[src/hw/rtl/gle_pkg.sv]
// Shared constants and types for the GIF LZW encoder.
`default_nettype none
package gle_pkg;
  localparam int HASH_ENTRIES = 5003;
  localparam int MAX_CODE_BITS = 12;
  localparam int ADDR_W = $clog2(HASH_ENTRIES);
  localparam int ACC_W = 20;

  typedef struct packed {
    logic [MAX_CODE_BITS-1:0] code;
    logic [MAX_CODE_BITS-1:0] prefix;
    logic [7:0]               suffix;
  } entry_t;

  typedef struct packed {
    logic       push;
    logic       fin;
    logic [7:0] data;
    logic       eos;
  } bo_cmd_t;

  typedef struct packed {
    logic can;
    logic held;
  } bo_stat_t;
endpackage
`default_nettype wire

[src/hw/rtl/gle_if.sv]
// Channel interfaces for pixel input and code byte output.
`default_nettype none


interface gle_byte_if;
  logic       valid;
  logic       ready;
  logic [7:0] code_byte;
  logic       last_of_run;
  logic       end_of_stream;
  modport source (output valid, code_byte, last_of_run, end_of_stream, input ready);
  modport sink (input valid, code_byte, last_of_run, end_of_stream, output ready);
endinterface
`default_nettype wire

[src/hw/rtl/gle_byte_out.sv]
// Byte hold stage and output register that marks the final byte of a run.
`default_nettype none
module gle_byte_out (
  input  wire               clk,
  input  wire               rst,
  input  wire gle_pkg::bo_cmd_t cmd,
  output gle_pkg::bo_stat_t stat,
  gle_byte_if.source        codes
);
  logic       held_v;
  logic [7:0] held;
  logic       can;
  logic       load;

  assign can = !codes.valid || codes.ready;
  assign load = can && held_v && (cmd.push || cmd.fin);
  assign stat.can = can;
  assign stat.held = held_v;

  always_ff @(posedge clk) begin
    if (rst) begin
      held_v <= 1'b0;
      codes.valid <= 1'b0;
    end else begin
      if (load) begin
        codes.valid <= 1'b1;
        codes.code_byte <= held;
        codes.last_of_run <= !cmd.push;
        codes.end_of_stream <= !cmd.push && cmd.eos;
      end else if (codes.ready) begin
        codes.valid <= 1'b0;
      end
      if (can && cmd.push) begin
        held <= cmd.data;
        held_v <= 1'b1;
      end else if (can && cmd.fin) begin
        held_v <= 1'b0;
      end
    end
  end

  a_fin_empties: assert property (@(posedge clk) disable iff (rst)
    (can && cmd.fin && !cmd.push) |=> !held_v) else $error("hold not drained on finish");
  a_push_fills: assert property (@(posedge clk) disable iff (rst)
    (can && cmd.push) |=> held_v) else $error("hold empty after push");
  a_run_end: assert property (@(posedge clk) disable iff (rst)
    (codes.valid && codes.end_of_stream) |-> codes.last_of_run)
    else $error("end of stream without end of run");
endmodule
`default_nettype wire

[src/flat_wrapper.sv]
// flat-port wrapper written by rule: the top's interface ports become plain ports
module gle_byte_out_flat 
  (clk, rst, cmd, stat, codes_valid, codes_code_byte, codes_last_of_run, codes_end_of_stream, codes_ready);
  gle_byte_if codes_i ();
  input  wire clk;
  input  wire rst;
  input  wire gle_pkg::bo_cmd_t cmd;
  output gle_pkg::bo_stat_t stat;
  output wire logic [$bits(codes_i.valid)-1:0] codes_valid;
  output wire logic [$bits(codes_i.code_byte)-1:0] codes_code_byte;
  output wire logic [$bits(codes_i.last_of_run)-1:0] codes_last_of_run;
  output wire logic [$bits(codes_i.end_of_stream)-1:0] codes_end_of_stream;
  input wire logic [$bits(codes_i.ready)-1:0] codes_ready;
  assign codes_valid = codes_i.valid;
  assign codes_code_byte = codes_i.code_byte;
  assign codes_last_of_run = codes_i.last_of_run;
  assign codes_end_of_stream = codes_i.end_of_stream;
  assign codes_i.ready = codes_ready;
  gle_byte_out u_core (.clk(clk), .rst(rst), .cmd(cmd), .stat(stat), .codes(codes_i));
endmodule
[config.mk]
export PLATFORM = sky130hd
export DESIGN_NAME = gle_byte_out_flat
export DESIGN_NICKNAME = d
export VERILOG_FILES = /design/src/hw/rtl/gle_pkg.sv /design/src/hw/rtl/gle_if.sv /design/src/hw/rtl/gle_byte_out.sv /design/src/flat_wrapper.sv
export SDC_FILE = /design/constraint.sdc
export NUM_CORES = 1
export LEC_CHECK = 0
export ABC_AREA = 1
export BUFFER_PORTS_ARGS = -buffer_cell sky130_fd_sc_hd__buf_2
export CAP_MARGIN = 20
export CORE_MARGIN = 2
export CORE_UTILIZATION = 40
export CTS_CLUSTER_SIZE = 25
export DETAILED_ROUTE_END_ITERATION = 16
export HOLD_SLACK_MARGIN = 0.02
export PLACE_DENSITY = 0.7
export SKIP_CTS_REPAIR_TIMING = 1
export SYNTH_ARGS = -nofsm -noshare
export SYNTH_HDL_FRONTEND = slang
export SYNTH_SLANG_ARGS = --single-unit
[constraint.sdc]
create_clock -name clk -period 1.22 [get_ports clk]
set_clock_uncertainty 0.2 [all_clocks]
set_input_delay 0 -clock clk [delete_from_list [all_inputs] [get_ports clk]]
set_output_delay 0 -clock clk [all_outputs]
set_load 0.01 [all_outputs]
# ---- Word-level counts from Yosys, hierarchy flattened
# Index checks and enable logic that the tools add are counted.
dict set report op_classes {
  addsub 0
  mul 0
  div_mod_pow 0
  n_lt_le_gt_ge 0
  n_eq_ne 0
  n_shift 0
  muxes 4
  bitwise_logic 1
  n_reduce_logical 13
}
# cell count
set op_table {}
lappend op_table {{$logic_and A1 B1 Y1} 5}
lappend op_table {{$mux W1} 4}
lappend op_table {{$reduce_and A2 Y1} 2}
lappend op_table {{$reduce_bool A2 Y1} 2}
lappend op_table {{$logic_not A1 Y1} 2}
lappend op_table {{$logic_or A1 B1 Y1} 2}
lappend op_table {{$not A1 Y1} 1}
dict set report totals {
  register_bits 20
  latchBits 0
  mem_bits_rw 0
  rom_bits 0
  inputBits 14
  out_inout_bits 13
  wordCells 24
  n_memories 0
}

# ---- Depth between registers and ports, before layout
dict set report depth {
  ltp_word 5
  mapped_depth 5
  mapped_depth_nobuf 5
}

# ---- Worst setup path before layout
# OpenSTA, ideal clock, no wires.
dict set report synth_timing {
  path_kind {register to register}
  start {reg u_core.codes.valid}
  end {reg u_core.codes.code_byte[0] (enable)}
  setup_ns 0.334
  arrival_ns 0.743
  required_ns 0.686
  slack_ns -0.057
  stages_incl_launch_ff 4
  n_path_buf 0
  synth_period_minus_slack_ns 1.277
  cell_sequence {dfxtp_1 > nand2_2 > nand3_2 > inv_1}
}
dict set report synth_between {
  elab_chain_cells 5
}
# item line
set synth_rtl {}
lappend synth_rtl {{start: declaration} gle_if.sv:11} ;# modport source (output valid, code_byte, last_of_run, end_of_stream, input ready);
lappend synth_rtl {{start signal: assignment} gle_byte_out.sv:23} ;# codes.valid <= 1'b0;
lappend synth_rtl {{start signal: assignment} gle_byte_out.sv:26} ;# codes.valid <= 1'b1;
lappend synth_rtl {{start signal: assignment} gle_byte_out.sv:31} ;# codes.valid <= 1'b0;
lappend synth_rtl {{$logic_not A1 Y1} gle_byte_out.sv:15} ;# assign can = !codes.valid || codes.ready;
lappend synth_rtl {{$logic_or A1 B1 Y1} gle_byte_out.sv:15}
lappend synth_rtl {{named net u_core.can} gle_byte_out.sv:12} ;# logic can;
lappend synth_rtl {{$logic_and A1 B1 Y1 (2 in series)} gle_byte_out.sv:16} ;# assign load = can && held_v && (cmd.push || cmd.fin);
lappend synth_rtl {{$reduce_and A2 Y1 (no line)} n/a}
lappend synth_rtl {{end signal: assignment} gle_byte_out.sv:27} ;# codes.code_byte <= held;
lappend synth_rtl {{end: declaration} gle_if.sv:11}
# The timed path passes the listed nets, and every way through them passes these cells.
# A chain may end at the register's enable or synchronous reset.

# ---- Worst setup path in the final report
dict set report layout_timing {
  start {reg u_core.held_v}
  end {reg u_core.codes.code_byte[3] (enable)}
}
dict set report layout_between {
  elab_chain_cells 3
}
# item line
set layout_rtl {}
lappend layout_rtl {{start: declaration} gle_byte_out.sv:10} ;# logic held_v;
lappend layout_rtl {{start signal: assignment} gle_byte_out.sv:22} ;# held_v <= 1'b0;
lappend layout_rtl {{start signal: assignment} gle_byte_out.sv:35} ;# held_v <= 1'b1;
lappend layout_rtl {{start signal: assignment} gle_byte_out.sv:37} ;# held_v <= 1'b0;
lappend layout_rtl {{$logic_and A1 B1 Y1 (2 in series)} gle_byte_out.sv:16}
lappend layout_rtl {{$reduce_and A2 Y1 (no line)} n/a}
# Every way passes these cells.

==> metrics.txt <==
R2R Path End=u_core.codes.code_byte[3]; mux cell area share after synthesis=0%; r2r setup slk=-0.01 ns; sequential area share after synthesis=between 80% and 90%; CTS buffer count=3; CTS Buffer Depth=2; Synth Area in Adders=0%; Post-Place Cells=84; WS Path Type=flop to flop; largest net degree at the start of global routing=13; Die Y=~45 um; CTS tree=built; Antenna diodes=0; CP Capture Point=u_core.codes.code_byte[3]; Area Growth Syn to Fin=50.0%; ranking of synthesized cells by area=edfxtp_1 (79%), dfxtp_1 (5.9%), inv_1 (3.3%); wirelength, routed=1120 um; largest family of logic cells by synthesized area=simple AND/OR/NAND/NOR gates; Synth Area in Compound Gates=0%; maximum clock rate=between 800 and 900 MHz; DRC viols=0; cell family with most CP delay=flip-flops; met3 Use GR=around 2.8%; WL/cell=roughly 11 um; first-pass GRT wire length=about 1400 um; Cell Chain, Critical Path=inv_2, nor2_4, nand3_4, clkinvlp_4; Levels on crit path=4; Hold WS=-0.256 ns; Core Area=around 1600 um^2; Critical Path AT=between 1 and 1.5 ns; die area=2050 um^2; Via density=4.38; clock sink count=20; Nets=98; CTS Root Cell=clkbuf_4; final setup margin=-0.0123 ns; Chip Width=45.3 um; slowest stage delay, CP=approximately 0.35 ns; Slew HR=about nine tenths; pwr dens=approximately 1400 nW/um^2; gr usage total=10.6%; first element of the critical path=u_core.held_v; Buf+Inv Stages, Crit Path=2; Reg2Reg Launch Point=u_core.held_v; Crit-path slowest cell=dfxtp_2; Rows=14; max-cap violations=0; CP startpoint kind=flop; RePlAce Congestion=about 0.71; Hold WC Path Type=input port to flop; failing checks=hold timing, setup timing; Finished Layout Cells=between 90 and 100; #FFs+latches synth=20; Top Usage Layer GRT=met2; xor-xnor portion of the synthesized cell area=0%; syn_nets=55; First-pass DRT Iterations=1; maximum VDD drop=around 720 uV; Initial Util=between 40% and 50%; ANT nets after route=0; # IOs=27; crit end category=flop; vias in the first global route=350; total chip power=around 1.4 mW; Syn. warnings=0; Least-Margin Pin Slew=between 0.1 and 0.15 ns; final hold vios=12; fin crit period=between 1 and 1.5 ns; clk_lat worst skew=0.30 ns; Post-Syn Instances=41; CP Data Required Time=1.04 ns; RSZ-0062 raised after global routing=yes; M2 GR Usage=between 10% and 20%; share of cells above drive strength 1=around 57%; Synth cell types=11; GRT overflow=0; Synth Area in Simple Gates=under 10%; initial antenna violation count=0; Slew Limit Fails=0; Buffers on Ports=26; fin crit share=101%; Yosys top cell area share=79.1%; CTS HTree Levels=1; Synth area leader=edfxtp_1; grt met1 use=between 10% and 20%; Clock transition at path regs=0.11 ns; Pleak=~0.44 nW; final HPWL from detailed placement=706 um; DR iter-0 viols=0; status=complete, but fails checks; Syn Std Cell Area=~680 um^2; syn_area_per_cell=approximately 17 um^2; R2R depth=4; CP Max Fanout=5; Vias=434; setup violators final=5
==> worst min-delay path: stages <==
cell and delay, ns:
buf_2 0.08, inv_2 0.03, nand3_1 0.05, nand2_1 0.04
==> layout by cell type (no fill, tap or decap), types with 2 or more instances in the layout <==
cell type      count
edfxtp_1          18
inv_1              3
clkbuf_4           3
nand2_2            2
inv_2              3
clkinvlp_4         2
nand2_1            4
dlygate4sd3_1      9
buf_2             26
dfxtp_2            2
buf_4              4
==> layer usage <==
metal  wire (um)  part of all wire (%)
met2         611                    54
met4          59                   5.3
met5           0                     0
met1         404                    36
met3          48                   4.3
==> cell families after synthesis <==
kind of cell	count (synthesis)
flip-flops	20
AND/OR/NAND/NOR	11
buffers and inverters	10
==> cell type report <==
type / count / area [um^2]
clock buffers: 3 / 22.5
clock inverters: 1 / 30.0
fillers: 116 / 534
inverters: 8 / 36.3
multi-input cells: 11 / 75.1
flip-flops and latches: 20 / 583
well taps: 16 / 20.0
repair buffers: 39 / 250
repair inverters: 1 / 7.51
==> registers in the layout, summed over array words and instances (netlist names) <==
register,cells
u_core.held,8
u_core.codes.code_byte,8
u_core.codes.last_of_run,1
u_core.codes.end_of_stream,1
u_core.held_v,1
u_core.codes.valid,1
==> stage by stage <==
stage	TNS (ns)	setup slack [ns]	utilization [%]	hold slack (ns)	instance area (um^2)
final	-0.0569	-0.0123	65.7	-0.256	1020
after global routing	-0.401	-0.0466	65.7	-0.246	1020
after CTS	-1.21	-0.0707	57.6	-0.339	898
after detailed placement	-0.991	-0.0577	54.3	-0.0217	846
after global placement	-0.386	-0.0347	54.3	-0.0232	846
after floorplan	0	0.00378	-	-0.101	688
==> worst min-delay path by stage <==
stage / start / end / slack (ns) / cells after the start
final: codes_ready / u_core.codes.valid / -0.26 / 4
after global routing: codes_ready / u_core.codes.valid / -0.25 / 4
after CTS: cmd[4] / u_core.held[3] / -0.34 / 1
after detailed placement: cmd[4] / u_core.held[3] / -0.02 / 1
after global placement: cmd[4] / u_core.held[3] / -0.02 / 1
after floorplan: cmd[1] / u_core.held[0] / -0.10 / 0
==> cell usage after synthesis <==
cell type  count
inv_1          6
dfxtp_1        2
nand3_2        1
buf_4          2
nand2_1        4
edfxtp_1      18
nand3_1        2
nor2_2         1
nand2_2        2
inv_2          2
nor2_1         1
==> power by group <==
part           internal, mW  leakage, nW  switching (mW)  total, mW
logic                0.0626        0.227          0.0575      0.120
registers             0.777        0.183         0.00766      0.785
clock network         0.332       0.0279           0.193      0.525
total                  1.17        0.438           0.259       1.43
(Power assumes the default switching activity.)
